## config.mk

```make
export PLATFORM = sky130hd
export DESIGN_NAME = sensor_reply_frame_parser
export DESIGN_NICKNAME = d
export VERILOG_FILES = /design/src/sv/srfp_pkg.sv /design/src/sv/sensor_reply_frame_parser.sv
export VERILOG_INCLUDE_DIRS = /design/src /design/src/sv
export SDC_FILE = /design/constraint.sdc
export NUM_CORES = 1
export LEC_CHECK = 0
export BUFFER_PORTS_ARGS = -buffer_cell sky130_fd_sc_hd__buf_4
export CORE_MARGIN = 2
export CORE_UTILIZATION = 40
export CTS_CLUSTER_SIZE = 24
export DETAILED_ROUTE_END_ITERATION = 8
export GPL_ROUTABILITY_DRIVEN = 0
export PLACE_DENSITY = 0.7
export SYNTH_ARGS = -nofsm -noshare
export SYNTH_HDL_FRONTEND = slang
export SYNTH_SLANG_ARGS = --single-unit
export TNS_END_PERCENT = 1
```

## constraint.sdc

```tcl
create_clock -name i_clk -period 24.6 [get_ports i_clk]
set_input_delay 3.69 -clock i_clk [delete_from_list [all_inputs] [get_ports i_clk]]
set_output_delay 3.69 -clock i_clk [all_outputs]
set_load 0.01 [all_outputs]
```

## src/sv/sensor_reply_frame_parser_assert.svh

```systemverilog
// Assertion macros for the sensor reply frame parser.
`ifndef SENSOR_REPLY_FRAME_PARSER_ASSERT_SVH
`define SENSOR_REPLY_FRAME_PARSER_ASSERT_SVH

// Same-cycle implication, checked outside reset.
`define SRFP_ASSERT_NOW(label, clk, rst_n, ante, cons, msg) \
    label: assert property (@(posedge clk) disable iff (!rst_n) (ante) |-> (cons)) \
        else $error(msg);

// Next-cycle implication, checked outside reset.
`define SRFP_ASSERT_NEXT(label, clk, rst_n, ante, cons, msg) \
    label: assert property (@(posedge clk) disable iff (!rst_n) (ante) |=> (cons)) \
        else $error(msg);

`endif

```

## src/sv/srfp_pkg.sv

```systemverilog
package srfp_pkg;

    localparam int unsigned BYTE_W   = 8;
    localparam int unsigned READ_W   = 32;
    localparam int unsigned STATUS_W = 3;
    localparam int unsigned POS_W    = 5;

    localparam logic [BYTE_W-1:0] HEAD_BYTE = 8'hCC;
    localparam logic [BYTE_W-1:0] CMD_BYTE  = 8'h70;
    localparam logic [BYTE_W-1:0] LEN_BYTE  = 8'h0C;

    localparam logic [POS_W-1:0] POS_HEAD    = 5'd0;
    localparam logic [POS_W-1:0] POS_ADDR    = 5'd1;
    localparam logic [POS_W-1:0] POS_CMD     = 5'd2;
    localparam logic [POS_W-1:0] POS_LEN     = 5'd3;
    localparam logic [POS_W-1:0] POS_X_LAST  = 5'd7;
    localparam logic [POS_W-1:0] POS_Y_LAST  = 5'd11;
    localparam logic [POS_W-1:0] POS_T_LAST  = 5'd15;
    localparam logic [POS_W-1:0] POS_SUM     = 5'd16;

    localparam logic [STATUS_W-1:0] ST_OK    = 3'd0;
    localparam logic [STATUS_W-1:0] ST_SHORT = 3'd1;
    localparam logic [STATUS_W-1:0] ST_HEAD  = 3'd2;
    localparam logic [STATUS_W-1:0] ST_ADDR  = 3'd3;
    localparam logic [STATUS_W-1:0] ST_CMD   = 3'd4;
    localparam logic [STATUS_W-1:0] ST_LEN   = 3'd5;
    localparam logic [STATUS_W-1:0] ST_SUM   = 3'd6;

    localparam int unsigned OUT_BITS = STATUS_W + 3 * READ_W;
    localparam int unsigned OUT_W    = ((OUT_BITS + 7) / 8) * 8;

    typedef struct packed {
        logic [STATUS_W-1:0]      status;
        logic signed [READ_W-1:0] x_reading;
        logic signed [READ_W-1:0] y_reading;
        logic signed [READ_W-1:0] t_reading;
    } t_result;

endpackage

```

## src/sv/sensor_reply_frame_parser.sv

```systemverilog
// Channel   Direction  tdata (low bit up)                       tuser        tlast
// s_axis    in         rx_byte[7:0]                             frame_first  frame_last
// m_axis    out        status[2:0] x[34:3] y[66:35] t[98:67]    -            -
// cfg       in         expected_address[7:0] on i_cfg_wr_data, written when i_cfg_wr_en
//
// One byte per cycle, unless a finished result is held back by m_axis_tready; a result
// is registered in the input register and then in the result register.
// Reset is synchronous, active low; the parser idles until a byte with tuser set.
// A stalled result holds the input stage only when that stage carries another result.
`include "sensor_reply_frame_parser_assert.svh"

module sensor_reply_frame_parser
    import srfp_pkg::*;
(
    input  logic             i_clk,
    input  logic             i_rst_n,
    input  logic             i_cfg_wr_en,
    input  logic [7:0]       i_cfg_wr_data,  // expected_address
    input  logic             s_axis_tvalid,
    output logic             s_axis_tready,
    input  logic [7:0]       s_axis_tdata,   // rx_byte[7:0]
    input  logic             s_axis_tuser,   // frame_first
    input  logic             s_axis_tlast,
    output logic             m_axis_tvalid,
    input  logic             m_axis_tready,
    output logic [OUT_W-1:0] m_axis_tdata    // status[2:0], x[34:3], y[66:35], t[98:67], zeros
);

    logic [BYTE_W-1:0]   r_addr;

    logic                r_in_valid;
    logic [BYTE_W-1:0]   r_in_byte;
    logic                r_in_first;
    logic                r_in_last;

    logic [POS_W-1:0]    r_pos, n_pos;
    logic [BYTE_W-1:0]   r_sum, n_sum;
    logic [STATUS_W-1:0] r_err, n_err;
    logic [READ_W-1:0]   r_xs, n_xs;
    logic [READ_W-1:0]   r_ys, n_ys;
    logic [READ_W-1:0]   r_ts, n_ts;
    logic                r_done, n_done;

    logic                r_out_valid;
    t_result             r_out, n_out;

    logic                res_valid;
    logic                adv;

    logic [POS_W-1:0]    c_pos;
    logic [BYTE_W-1:0]   c_sum;
    logic [STATUS_W-1:0] c_err;
    logic [READ_W-1:0]   c_xs, c_ys, c_ts;
    logic                c_done;

    always_comb begin
        c_pos  = r_in_first ? '0 : r_pos;
        c_sum  = r_in_first ? '0 : r_sum;
        c_err  = r_in_first ? ST_OK : r_err;
        c_xs   = r_in_first ? '0 : r_xs;
        c_ys   = r_in_first ? '0 : r_ys;
        c_ts   = r_in_first ? '0 : r_ts;
        c_done = r_in_first ? 1'b0 : r_done;

        n_pos  = c_pos;
        n_sum  = c_sum;
        n_err  = c_err;
        n_xs   = c_xs;
        n_ys   = c_ys;
        n_ts   = c_ts;
        n_done = c_done;
        res_valid = 1'b0;
        n_out  = '{status: ST_OK, x_reading: '0, y_reading: '0, t_reading: '0};

        if (!c_done) begin
            if (c_pos >= POS_ADDR && c_pos <= POS_T_LAST) begin
                n_sum = c_sum + r_in_byte;
            end
            priority if (c_pos == POS_HEAD) begin
                if (r_in_byte != HEAD_BYTE && c_err == ST_OK) n_err = ST_HEAD;
            end else if (c_pos == POS_ADDR) begin
                if (r_in_byte != r_addr && c_err == ST_OK) n_err = ST_ADDR;
            end else if (c_pos == POS_CMD) begin
                if (r_in_byte != CMD_BYTE && c_err == ST_OK) n_err = ST_CMD;
            end else if (c_pos == POS_LEN) begin
                if (r_in_byte != LEN_BYTE && c_err == ST_OK) n_err = ST_LEN;
            end else if (c_pos <= POS_X_LAST) begin
                n_xs = {c_xs[READ_W-BYTE_W-1:0], r_in_byte};
            end else if (c_pos <= POS_Y_LAST) begin
                n_ys = {c_ys[READ_W-BYTE_W-1:0], r_in_byte};
            end else if (c_pos <= POS_T_LAST) begin
                n_ts = {c_ts[READ_W-BYTE_W-1:0], r_in_byte};
            end else begin
                if (r_in_byte != c_sum && c_err == ST_OK) n_err = ST_SUM;
            end

            if (c_pos == POS_SUM) begin
                res_valid    = 1'b1;
                n_done       = 1'b1;
                n_out.status = n_err;
                if (n_err == ST_OK) begin
                    n_out.x_reading = c_xs;
                    n_out.y_reading = c_ys;
                    n_out.t_reading = c_ts;
                end
            end else begin
                n_pos = c_pos + 1'b1;
                if (r_in_last) begin
                    res_valid    = 1'b1;
                    n_done       = 1'b1;
                    n_out.status = ST_SHORT;
                end
            end
        end
    end

    assign adv           = r_in_valid && (!res_valid || !r_out_valid || m_axis_tready);
    assign s_axis_tready = !r_in_valid || adv;
    assign m_axis_tvalid = r_out_valid;
    assign m_axis_tdata  = {{(OUT_W-OUT_BITS){1'b0}},
                            r_out.t_reading, r_out.y_reading, r_out.x_reading, r_out.status};

    always_ff @(posedge i_clk) begin
        if (!i_rst_n) begin
            r_addr <= '0;
        end else if (i_cfg_wr_en) begin
            r_addr <= i_cfg_wr_data;
        end
    end

    always_ff @(posedge i_clk) begin
        if (!i_rst_n) begin
            r_in_valid <= 1'b0;
        end else if (s_axis_tready) begin
            r_in_valid <= s_axis_tvalid;
        end
    end

    always_ff @(posedge i_clk) begin
        if (s_axis_tready && s_axis_tvalid) begin
            r_in_byte  <= s_axis_tdata;
            r_in_first <= s_axis_tuser;
            r_in_last  <= s_axis_tlast;
        end
    end

    always_ff @(posedge i_clk) begin
        if (!i_rst_n) begin
            r_pos  <= '0;
            r_sum  <= '0;
            r_err  <= ST_OK;
            r_xs   <= '0;
            r_ys   <= '0;
            r_ts   <= '0;
            r_done <= 1'b1;
        end else if (adv) begin
            r_pos  <= n_pos;
            r_sum  <= n_sum;
            r_err  <= n_err;
            r_xs   <= n_xs;
            r_ys   <= n_ys;
            r_ts   <= n_ts;
            r_done <= n_done;
        end
    end

    always_ff @(posedge i_clk) begin
        if (!i_rst_n) begin
            r_out_valid <= 1'b0;
        end else if (adv && res_valid) begin
            r_out_valid <= 1'b1;
        end else if (m_axis_tready) begin
            r_out_valid <= 1'b0;
        end
    end

    always_ff @(posedge i_clk) begin
        if (adv && res_valid) begin
            r_out <= n_out;
        end
    end

    `SRFP_ASSERT_NOW(a_err_zero_readings, i_clk, i_rst_n,
        r_out_valid && r_out.status != ST_OK,
        r_out.x_reading == '0 && r_out.y_reading == '0 && r_out.t_reading == '0,
        "failed frame carries nonzero readings")
    `SRFP_ASSERT_NOW(a_status_range, i_clk, i_rst_n,
        r_out_valid, r_out.status <= ST_SUM, "result status out of range")
    `SRFP_ASSERT_NOW(a_pos_range, i_clk, i_rst_n,
        1'b1, r_pos <= POS_SUM, "byte position past checksum")
    `SRFP_ASSERT_NEXT(a_done_after_result, i_clk, i_rst_n,
        adv && res_valid, r_done && r_out_valid, "parser not idle after a result")

endmodule
```

# Word level (Yosys, flattened, before mapping)
# Index checks and enable logic that the tools add are counted.
[word_totals] regBits=232 romBits=0 output_inout_bits=106 ramBits=0 latchBits=0 inputBits=23 memories=0 elab_cells=108
[classes] magnitude_cmp=4 n_mul=0 shifts=0 n_bitwise=2 n_div=0 addsub=2 reduce_logical=20 n_mux=54 n_eq_ne=9
[op_table] cell="$mux 32" n=24
[op_table] cell="$mux 3" n=16
[op_table] cell="$mux 8" n=3
[op_table] cell="$ne 8x8->1" n=2
[op_table] cell="$mux 5" n=3
[op_table] cell="$eq 5x2->1 const B" n=2
[op_table] cell="$le 5x4->1 const B" n=2
[op_table] cell="$logic_and 1x1->1" n=9
[op_table] cell="$add 8x8->8" n=1
[op_table] cell="$mux 1" n=8
[op_table] cell="$ne 8x4->1 const B" n=1
[op_table] cell="$ne 8x7->1 const B" n=1
[op_table] cell="$ne 8x8->1 const B" n=1
[op_table] cell="$logic_not 3->1" n=2
[op_table] cell="$add 5x1->5 const B" n=1
[op_table] cell="$eq 5x1->1 const B" n=1
[op_table] cell="$eq 5x5->1 const B" n=1
[op_table] cell="$ge 5x1->1 const B" n=1
[op_table] cell="$le 5x3->1 const B" n=1
[op_table] cell="$logic_not 5->1" n=1
[op_table] cell="$logic_not 1->1" n=3
[op_table] cell="$logic_or 1x1->1" n=3
[op_table] cell="$reduce_or 3->1" n=1
[op_table] cell="$not 1->1" n=2
[op_table] cell="$reduce_bool 2->1" n=1

# Longest topological paths before layout
# Gate-level depths: netlist of run 1.
[logic_depth] word_depth=15 ltp_mapped=16 ltp_nobuf=12

# Worst setup path before layout of run 1
# Ideal clock, no wire load.
[synth_timing] kind="input to register" from="in m_axis_tready" to="reg r_out (netlist bit m_axis_tdata[0]), enable pin" t_arrival_ns=10.929 setup_slack_ns=12.992 path_stages=5 setup_ns=0.679 required_time_ns=23.921 path_buffers=1 path_cell_list="nand2b_1 -> nand2b_1 -> o21ai_2 -> buf_2 -> nor3_1"
[synth_via] elab_chain_cells=3
[synth_lines] element="start: declaration" line="sensor_reply_frame_parser.sv:25" rtl="input logic m_axis_tready,"
[synth_lines] element="$logic_or 1x1->1" line="sensor_reply_frame_parser.sv:117" rtl="assign adv = r_in_valid && (!res_valid || !r_out_valid || m_axis_tready);"
[synth_lines] element="$logic_and 1x1->1" line="sensor_reply_frame_parser.sv:117"
[synth_lines] element="$logic_and 1x1->1" line="sensor_reply_frame_parser.sv:178" rtl="if (adv && res_valid) begin"
[synth_lines] element="end signal: assignment" line="sensor_reply_frame_parser.sv:179" rtl="r_out <= n_out;"
[synth_lines] element="end: declaration" line="sensor_reply_frame_parser.sv:45" rtl="t_result r_out, n_out;"
# No other way between the ends.
# A chain may end at the register's enable or synchronous reset.

# Worst setup path after layout of run 1
[layout_timing] from="in m_axis_tready" to="out s_axis_tready"
[layout_via] elab_chain_cells=3
[layout_lines] element="$logic_or 1x1->1" line="sensor_reply_frame_parser.sv:117"
[layout_lines] element="$logic_and 1x1->1" line="sensor_reply_frame_parser.sv:117"
[layout_lines] element="$logic_or 1x1->1" line="sensor_reply_frame_parser.sv:118" rtl="assign s_axis_tready = !r_in_valid || adv;"
[layout_lines] element="end: declaration" line="sensor_reply_frame_parser.sv:20" rtl="output logic s_axis_tready,"
# No other way between the ends.

==> impl_metrics.env, run 1 <==
export IMPL_drc=0
export IMPL_r2r_end="m_axis_tdata[32]"
export IMPL_worst_pin_slew_ns=1.14
export IMPL_synth_area_leader_cell="edfxtp_1"
export IMPL_worstSetupStartpointType="input port"
export IMPL_worstPathMaxFanout=5
export IMPL_hold_path_class="register to register"
export IMPL_drtIter0Drc=454
export IMPL_post_dp_hpwl_um=12500
export IMPL_cts_tree="yes"
export IMPL_cts_hold_buf=0
export IMPL_cts_resized=0
export IMPL_status="complete, no violations"
export IMPL_cp_startpoint="m_axis_tready"
export IMPL_setup_worst_path_end="s_axis_tready"
export IMPL_synth_area_per_cell_um2=12.2
export IMPL_fp_row_count=55
export IMPL_die_area_um2=24400
export IMPL_synth_top_cells_by_area="edfxtp_1 35%, dfxtp_1 27%, a22o_1 5.4%"
export IMPL_wl_per_cell_um=16.8
export IMPL_synthArstFlopShare_pct=0
export IMPL_drive_gt1_share_pct=24.7
export IMPL_cts_root_buf="clkbuf_16"
export IMPL_total_leakage_power_nw=4.33
export IMPL_grt_overflow=0
export IMPL_relSlewSlack_pct=23.7
export IMPL_drtAntennaViolNets=0
export IMPL_fill_cells=2036
export IMPL_grt_max_degree=97
export IMPL_grt_pass1_vias=5566
export IMPL_antenna_found_initial=0
export IMPL_ys_warn_count=0
export IMPL_area_growth_pct=19.8
export IMPL_peakVddDrop_mv=0.0486
export IMPL_power_density_nw_per_um2=72.8
export IMPL_rrSetupSlack_ns=20.33
export IMPL_gr_usage_all_layers_pct=15.7
export IMPL_cp_end_kind="output pin"
export IMPL_h_tree_depth=1
export IMPL_dp_cells=1125
export IMPL_insertion_delay_ns=0.52
export IMPL_crit_path_frequent_cell="buf_4"
export IMPL_syn_inst=758
export IMPL_vias=6153
export IMPL_clkTransAtPathRegs_ns=0.06
export IMPL_synth_main_ff_cell="dfxtp_1"
export IMPL_synthDistinctLibCells=64
export IMPL_floorplan_core_area_um2=22700
export IMPL_r2r_start="r_in_first"
export IMPL_min_period_ns=8.15
export IMPL_io_pin_count=129
export IMPL_dr_pass1_iters=5
export IMPL_seq_area_frac_synth_pct=61.8
export IMPL_drv_slew=0
export IMPL_setup_violations=0
export IMPL_final_nets=902
export IMPL_grt_pass1_wl_um=30700
export IMPL_crit_chain="buf_4 > nand2b_1 > or2_2 > buf_4"
export IMPL_cts_setup_buffers=0
export IMPL_fmaxAchievable_ghz=0.123
export IMPL_skew_ns=0.0202
export IMPL_cts_made_buffers=24
export IMPL_synthDominantCellAreaShare_pct=35.3
export IMPL_cts_sinks=232
export IMPL_port_buffers=123
export IMPL_rsz0062_at_grt="false"
export IMPL_fin_crit_sh_pct=33.1
export IMPL_layout_cells_non_filler=1169
export IMPL_r2r_cells=14
export IMPL_worstSetupPathType="input port to output pin"
export IMPL_max_cap_viol_count=0
export IMPL_finalHoldViolCount=0
export IMPL_route_final_wire_length_um=19700
export IMPL_required_ns=20.91
export IMPL_antenna_cells=0
export IMPL_clockBufferDepth=3
export IMPL_avgViaCountPerCell=5.26
export IMPL_die_h_um=156
export IMPL_tns_ns=0
export IMPL_worstPathArrival_ns=4.46
export IMPL_cpPeakStageDelay_ns=0.34
export IMPL_start_util_pct=40.9
export IMPL_crit_path_top_delay_cell="or2_2"
export IMPL_synth_seq_cells=232
export IMPL_power_total_w=0.000809
export IMPL_synth_edf_count=109
export IMPL_fp_dieW_um=156
export IMPL_netlist_area_um2=9280
-- layout make-up --
| cell class | count | area (um2) | area share (%) |
|---|---|---|---|
| clock buffer | 33 | 664 | 5.97 |
| clock inverter | 11 | 140 | 1.26 |
| inverter | 15 | 56.3 | 0.506 |
| multi-input combinational | 464 | 3200 | 28.8 |
| sequential | 232 | 5740 | 51.6 |
| tap | 285 | 357 | 3.21 |
| timing repair buffer | 129 | 968 | 8.71 |
-- sequential cells by signal, indices dropped and copies added, names as in the netlist --
register,cells
r_ys,32
r_in_last,1
m_axis_tvalid,1
r_sum,8
r_in_first,1
r_pos,5
r_in_valid,1
r_err,3
r_done,1
r_addr,8
r_xs,32
r_ts,32
r_in_byte,8
m_axis_tdata,99
-- synthesized netlist by cell type, types with 3 or more instances --
cell type,count
a21oi_1,18
a22o_1,57
a22oi_1,46
and2_1,59
and2_4,40
and3_1,4
buf_2,12
buf_4,14
buf_6,7
clkbuf_1,17
dfxtp_1,123
edfxtp_1,109
ha_1,12
inv_1,14
mux2i_1,9
nand2_1,16
nand2b_1,4
nand3_1,4
nand4_1,4
nor2_1,82
nor2b_1,14
nor3_1,11
o211ai_1,5
o21a_1,4
o21ai_0,15
or3_1,3
xnor2_1,11
-- kinds of logic (layout without fill, tap and decap cells) --
| kind of cell | count (synthesis) | after routing | synth area share, % |
|---|---|---|---|
| flip-flops | 232 | 232 | 61.8 |
| other | 1 | 5 | 0.0404 |
| AND/OR/NAND/NOR | 255 | 255 | 16.1 |
| XOR/XNOR | 13 | 13 | 1.23 |
| multiplexers | 9 | 9 | 0.971 |
| AO/OA/AOI/OAI | 169 | 169 | 14.0 |
| adder cells (fa/ha/maj) | 13 | 13 | 1.83 |
| buffers and inverters | 66 | 188 | 3.96 |
-- power breakdown --
part / switching (W) / internal [W] / total (W)
Combinational: 0.0000195 / 0.0000115 / 0.0000310
Sequential: 0.00000540 / 0.000407 / 0.000412
Clock: 0.000146 / 0.000221 / 0.000366
Total: 0.000170 / 0.000639 / 0.000809
-- worst min path at each step --
stage | start | end | slack [ns] | depth (start not counted)
floorplan | r_xs[29] | r_xs[29] | 0.43 | 2
global placement | r_sum[6] | r_sum[6] | 0.44 | 2
detailed placement | r_xs[29] | r_xs[29] | 0.44 | 2
CTS | r_xs[29] | r_xs[29] | 0.46 | 2
global route | r_ys[26] | r_ys[26] | 0.50 | 1
finish | r_xs[29] | r_xs[29] | 0.46 | 2
-- through the flow --
step / utilization [%] / hold WS, ns / cell area (um2) / setup slack [ns]
detailed placement: 45.4 / 0.443 / 10300 / 16.45
CTS: 49.0 / 0.457 / 11100 / 16.44
floorplan: - / 0.427 / 9300 / 12.99
global placement: 45.4 / 0.435 / 10300 / 16.46
finish: 49.0 / 0.458 / 11100 / 16.45
global route: 49.0 / 0.496 / 11100 / 16.40
-- worst max-delay path: cells and delay by family --
family	cells	cell delay, ns
buffers and inverters	2	0.25
AND/OR/NAND/NOR	2	0.52
-- layout by cell type (no fill, tap or decap), drive strengths merged, types with 15 or more instances in the layout --
cell type  count
inv           15
a22oi         46
nor2          82
a22o          57
dfxtp        123
edfxtp       109
o21ai         16
buf          129
nand2         16
and2          99
a21oi         19
clkbuf        33
-- layer usage --
layer / track usage [%] / up-vias / part of all wire [%]
li1: - / 2951 / -
met1: 23.1 / 2970 / 47
met2: 23.6 / 198 / 45
met3: 2.82 / 34 / 5.9
met4: 4.63 / 0 / 2.4
met5: 0 / - / 0
No activity file was read; power rests on OpenSTA's default activity.
==> inputs of run 2 (changes only) <==
PLACE_DENSITY = 0.72   (was 0.7)
clock period = 7.2 ns   (was 24.6 ns; I/O delays follow)
==> impl_metrics.env, run 2 (synthesized netlist as in run 1, its figures left out) <==
export IMPL_die_area_um2=24400
export IMPL_drtAntennaViolNets=0
export IMPL_crit_chain="buf_4 > inv_1 > nand2_1 > ha_1 > and4bb_2 > a21oi_4 > nor2_1 > nand2_1 > or2_2 > buf_4"
export IMPL_cts_sinks=232
export IMPL_drv_slew=0
export IMPL_hold_path_class="register to register"
export IMPL_clockBufferDepth=3
export IMPL_cp_num_cells=10
export IMPL_comb_power_share_pct=3.7
export IMPL_insertion_delay_ns=0.53
export IMPL_area_growth_pct=20.3
export IMPL_drtIter0Drc=435
export IMPL_start_util_pct=40.9
export IMPL_cp_top_family="simple AND/OR/NAND/NOR gates"
export IMPL_worstPathMaxFanout=36
export IMPL_rsz0062_at_grt="false"
export IMPL_io_pin_count=129
export IMPL_setup_worst_path_end="s_axis_tready"
export IMPL_cp_end_kind="output pin"
export IMPL_fmaxAchievable_ghz=0.242
export IMPL_power_frac_seq_pct=50.1
export IMPL_min_period_ns=4.13
export IMPL_worstSetupPathType="register to output pin"
export IMPL_grt_pass1_wl_um=30400
export IMPL_dr_pass1_iters=4
export IMPL_drc=0
export IMPL_finalHoldViolCount=0
export IMPL_cts_root_buf="clkbuf_16"
export IMPL_drive_gt1_share_pct=24.4
export IMPL_fp_row_count=55
export IMPL_p_int_w=0.00223
export IMPL_floorplan_core_area_um2=22700
export IMPL_setup_violations=0
export IMPL_grt_overflow=0
export IMPL_total_leakage_power_nw=4.35
export IMPL_h_tree_depth=1
export IMPL_clkPwrFrac_pct=46.2
export IMPL_worstPathArrival_ns=3.05
export IMPL_fp_dieW_um=156
export IMPL_cts_resized=0
export IMPL_grt_pass1_vias=5672
export IMPL_die_h_um=156
export IMPL_fin_util_pct=49.2
export IMPL_gr_usage_all_layers_pct=15.6
export IMPL_power_total_w=0.00281
export IMPL_cp_startpoint="r_in_first"
export IMPL_avgViaCountPerCell=5.20
export IMPL_r2r_cells=14
export IMPL_antenna_found_initial=0
export IMPL_switching_power_w=0.000588
export IMPL_final_nets=902
export IMPL_port_buffers=123
export IMPL_status="complete, no violations"
export IMPL_cpPeakStageDelay_ns=0.34
export IMPL_power_density_nw_per_um2=252
export IMPL_cts_made_buffers=25
export IMPL_rrSetupSlack_ns=3.12
export IMPL_required_ns=6.12
export IMPL_relSlewSlack_pct=21.6
export IMPL_tns_ns=0
export IMPL_max_cap_viol_count=0
export IMPL_peakVddDrop_mv=0.142
export IMPL_clkTransAtPathRegs_ns=0.06
export IMPL_cts_setup_buffers=0
export IMPL_cts_tree="yes"
export IMPL_route_final_wire_length_um=19500
export IMPL_r2r_end="m_axis_tdata[87]"
export IMPL_whs_ns=0.456
export IMPL_worstSetupStartpointType="register"
export IMPL_r2r_start="r_in_first"
export IMPL_post_dp_hpwl_um=12400
export IMPL_vias=6084
export IMPL_largest_reg_flops=99
export IMPL_wl_per_cell_um=16.6
export IMPL_crit_path_top_delay_cell="buf_4"
export IMPL_worst_pin_slew_ns=1.18
export IMPL_mostFrequentLayoutCells="128 x buf_4, 123 x dfxtp_1, 109 x edfxtp_1"
export IMPL_cts_hold_buf=0
export IMPL_swShare_pct=20.9
export IMPL_antenna_cells=0
export IMPL_fin_crit_sh_pct=57.3
export IMPL_grt_max_degree=97
export IMPL_cp_buffers_inverters=3
export IMPL_final_common_cell="buf_4"
export IMPL_skew_ns=0.00830
[run 2: routing by layer]
metal | wire length, um | track usage (%) | vias to the layer above
met4 | 465 | 4.54 | 0
met5 | 0 | 0 | -
met3 | 1230 | 3.24 | 34
li1 | - | - | 2953
met2 | 8530 | 23.6 | 208
met1 | 9240 | 22.6 | 2889
[run 2: layout make-up]
class	count	area [um2]
timing repair buffer	128	961
multi-input combinational	464	3210
clock inverter	11	144
clock buffer	35	706
sequential	232	5740
tap	285	357
fill	1984	11500
inverter	15	56.3
[run 2: tightest hold or removal path, cell delays in order (launching register included)]
cell	delay, ns
dfxtp_1	0.30
nand2_1	0.06
a21oi_1	0.05
[run 2: through the flow]
| step | area (um2) | cells | setup slack, ns |
|---|---|---|---|
| final | 11200 | 1170 | 3.07 |
| after global routing | 11200 | 1170 | 2.74 |
| after CTS | 11200 | 1170 | 3.04 |
| after detailed placement | 10300 | 1124 | 3.17 |
| after global placement | 10300 | 1124 | 3.23 |
| after floorplan | 9300 | 762 | 0.621 |
[run 2: worst min-delay path by stage]
stage	start	endpoint	cells after the start
after CTS	r_sum[6]	r_sum[6]	2
after floorplan	r_xs[29]	r_xs[29]	2
final	r_sum[6]	r_sum[6]	2
after global routing	r_xs[29]	r_xs[29]	2
after global placement	r_xs[29]	r_xs[29]	2
after detailed placement	r_sum[6]	r_sum[6]	2
[run 2: power groups by stage]
stage | clock, W | sequential (W) | combinational (W)
4_1_cts | 0.00133 | 0.00141 | 0.000106
6_report | 0.00130 | 0.00141 | 0.000105
3_5_place_dp | 0 | 0.00144 | 0.000105
3_3_place_gp | 0 | 0.00144 | 0.000104
2_1_floorplan | 0 | 0.00143 | 0.0000723
5_1_grt | 0.00139 | 0.00141 | 0.000116
==> inputs of run 3 (changes only) <==
ABC_AREA = 1   (was not set)
PLACE_DENSITY = 0.69   (was 0.72)
clock period = 3.95 ns   (was 7.2 ns; I/O delays follow)
==> impl_metrics.env, run 3 <==
export IMPL_fill_cells=2679
export IMPL_synth_area_per_cell_um2=7.67
export IMPL_worst_pin_slew_ns=1.03
export IMPL_worstSetupPathType="register to output pin"
export IMPL_worstPathArrival_ns=2.85
export IMPL_port_buffers=123
export IMPL_cp_end_kind="output pin"
export IMPL_synth_xor_area_share_pct=0.688
export IMPL_clkPwrFrac_pct=43.4
export IMPL_io_pin_count=129
export IMPL_hold_path_class="input port to register"
export IMPL_rsz0062_at_grt="false"
export IMPL_die_area_um2=30000
export IMPL_required_ns=3.36
export IMPL_synth_area_leader_cell="edfxtp_1"
export IMPL_synth_compound_area_share_pct=14.7
export IMPL_comb_power_share_pct=9.8
export IMPL_route_final_wire_length_um=28800
export IMPL_mostFrequentLayoutCells="251 x nand2_1, 231 x inv_1, 198 x nor2_1"
export IMPL_peakVddDrop_mv=0.291
export IMPL_finalHoldViolCount=0
export IMPL_dr_pass1_iters=5
export IMPL_power_density_nw_per_um2=419
export IMPL_avgViaCountPerCell=5.01
export IMPL_clkTransAtPathRegs_ns=0.06
export IMPL_start_util_pct=40.9
export IMPL_final_common_cell="nand2_1"
export IMPL_min_period_ns=3.45
export IMPL_total_leakage_power_nw=5.98
export IMPL_fin_crit_sh_pct=87.3
export IMPL_vias=9887
export IMPL_p_int_w=0.00427
export IMPL_drv_slew=0
export IMPL_ys_warn_count=0
export IMPL_clockBufferDepth=3
export IMPL_drive_gt1_share_pct=15.0
export IMPL_synthDistinctLibCells=34
export IMPL_synthAdderAreaFrac_pct=1.49
export IMPL_die_h_um=173
export IMPL_synth_top_family_by_area="simple AND/OR/NAND/NOR gates"
export IMPL_seq_area_frac_synth_pct=50.1
export IMPL_synth_top_cells_by_area="edfxtp_1 29%, dfxtp_1 21%, nand2_1 8.3%"
export IMPL_floorplan_core_area_um2=28000
export IMPL_cts_tree="yes"
export IMPL_status="complete, no violations"
export IMPL_synth_edf_count=109
export IMPL_cts_resized=0
export IMPL_gr_usage_all_layers_pct=18.6
export IMPL_skew_ns=0.0192
export IMPL_tns_ns=0
export IMPL_drc=0
export IMPL_largest_reg_flops=99
export IMPL_fmaxAchievable_ghz=0.290
export IMPL_grt_pass1_wl_um=46400
export IMPL_relSlewSlack_pct=31.0
export IMPL_wl_per_cell_um=14.6
export IMPL_synthTopCellsByCount="252 x nand2_1, 233 x inv_1, 198 x nor2_1"
export IMPL_post_dp_hpwl_um=18500
export IMPL_antenna_found_initial=0
export IMPL_grt_max_degree=100
export IMPL_power_frac_seq_pct=46.8
export IMPL_area_growth_pct=17.9
export IMPL_max_cap_viol_count=0
export IMPL_cts_root_buf="clkbuf_16"
export IMPL_cts_made_buffers=26
export IMPL_grt_overflow=0
export IMPL_cts_hold_buf=0
export IMPL_netlist_area_um2=11500
export IMPL_crit_path_top_delay_cell="edfxtp_1"
export IMPL_swShare_pct=24.5
export IMPL_whs_ns=0.236
export IMPL_synthArstFlopShare_pct=0
export IMPL_syn_inst=1493
export IMPL_crit_chain="buf_4 > nor2_1 > inv_1 > ha_1 > inv_1 > nor2_1 > nand3_2 > a21oi_1 > nand4_1 > buf_4"
export IMPL_yosys_area_share_simple_pct=21.3
export IMPL_fp_row_count=61
export IMPL_fp_dieW_um=173
export IMPL_h_tree_depth=1
export IMPL_switching_power_w=0.00139
export IMPL_synthDominantCellAreaShare_pct=28.6
export IMPL_drtIter0Drc=806
export IMPL_synth_most_common_cell="nand2_1"
export IMPL_final_nets=1610
export IMPL_drtAntennaViolNets=0
export IMPL_setup_violations=0
export IMPL_synth_main_ff_cell="dfxtp_1"
export IMPL_cp_buffers_inverters=4
export IMPL_synth_seq_cells=232
export IMPL_antenna_cells=0
export IMPL_insertion_delay_ns=0.54
export IMPL_cts_setup_buffers=0
export IMPL_grt_pass1_vias=9143
export IMPL_cts_sinks=232
export IMPL_cpPeakStageDelay_ns=0.41
export IMPL_worstSetupStartpointType="register"
export IMPL_worstPathMaxFanout=21
export IMPL_synth_mux_area_share_pct=0
export IMPL_cp_top_family="simple AND/OR/NAND/NOR gates"
run 3: changes by cell type after synthesis, moves of 59 or more:
| cell | previous run | this run |
|---|---|---|
| nand2_1 | 16 | 252 |
| nor2_1 | 82 | 198 |
| o21ai_0 | 15 | 123 |
| a21oi_1 | 18 | 172 |
| inv_1 | 14 | 233 |
| and2_1 | 59 | 0 |
run 3: area by class of cell:
| class | count | area (um2) | share of cell area (%) |
|---|---|---|---|
| inverter | 239 | 903 | 6.69 |
| timing repair buffer | 140 | 1110 | 8.24 |
| multi-input combinational | 935 | 4410 | 32.7 |
| clock inverter | 10 | 123 | 0.908 |
| clock buffer | 38 | 747 | 5.53 |
| sequential | 232 | 5740 | 42.5 |
| tap | 378 | 473 | 3.50 |
run 3: kinds of logic after synthesis:
kind of cell / Yosys count
other: 1
AO/OA/AOI/OAI: 330
flip-flops: 232
buffers and inverters: 330
AND/OR/NAND/NOR: 578
adder cells (fa/ha/maj): 13
XOR/XNOR: 9
run 3: path summary, 6_finish.rpt:
check	startpoint	to	slack [ns]	cells past startpoint
worst max-delay path	r_in_first	s_axis_tready	0.50	10
worst max register to register	r_in_first	r_err[2]	0.53	13
worst min register to register	r_sum[2]	r_sum[2]	0.47	2
worst min-delay path	s_axis_tdata[1]	r_in_byte[1]	0.24	1
run 3: power groups by stage:
| stage | Clock (W) | Sequential (W) | Combinational, W |
|---|---|---|---|
| floorplan | 0 | 0.00269 | 0.000403 |
| global placement | 0 | 0.00270 | 0.000535 |
| detailed placement | 0 | 0.00270 | 0.000546 |
| CTS | 0.00250 | 0.00265 | 0.000549 |
| global route | 0.00259 | 0.00266 | 0.000622 |
| finish | 0.00245 | 0.00265 | 0.000552 |
run 3: stage by stage:
stage               utilization, %  power, W  area [um2]  worst slack (ns)  cells
global placement              45.1   0.00323       12600             0.683   1924
global route                  48.2   0.00586       13500             0.203   1972
floorplan                        -   0.00309       11500             0.195   1497
detailed placement            45.1   0.00324       12600             0.593   1924
CTS                           48.2   0.00569       13500             0.499   1972
finish                        48.2   0.00565       13500             0.503   1972
run 3: routing by layer:
layer	up-vias	track usage (%)	part of all wire, %
li1	4918	-	-
met1	4607	25.5	45
met2	320	30.5	46
met3	42	2.35	6.6
met4	0	6.00	2.0
met5	-	0	0
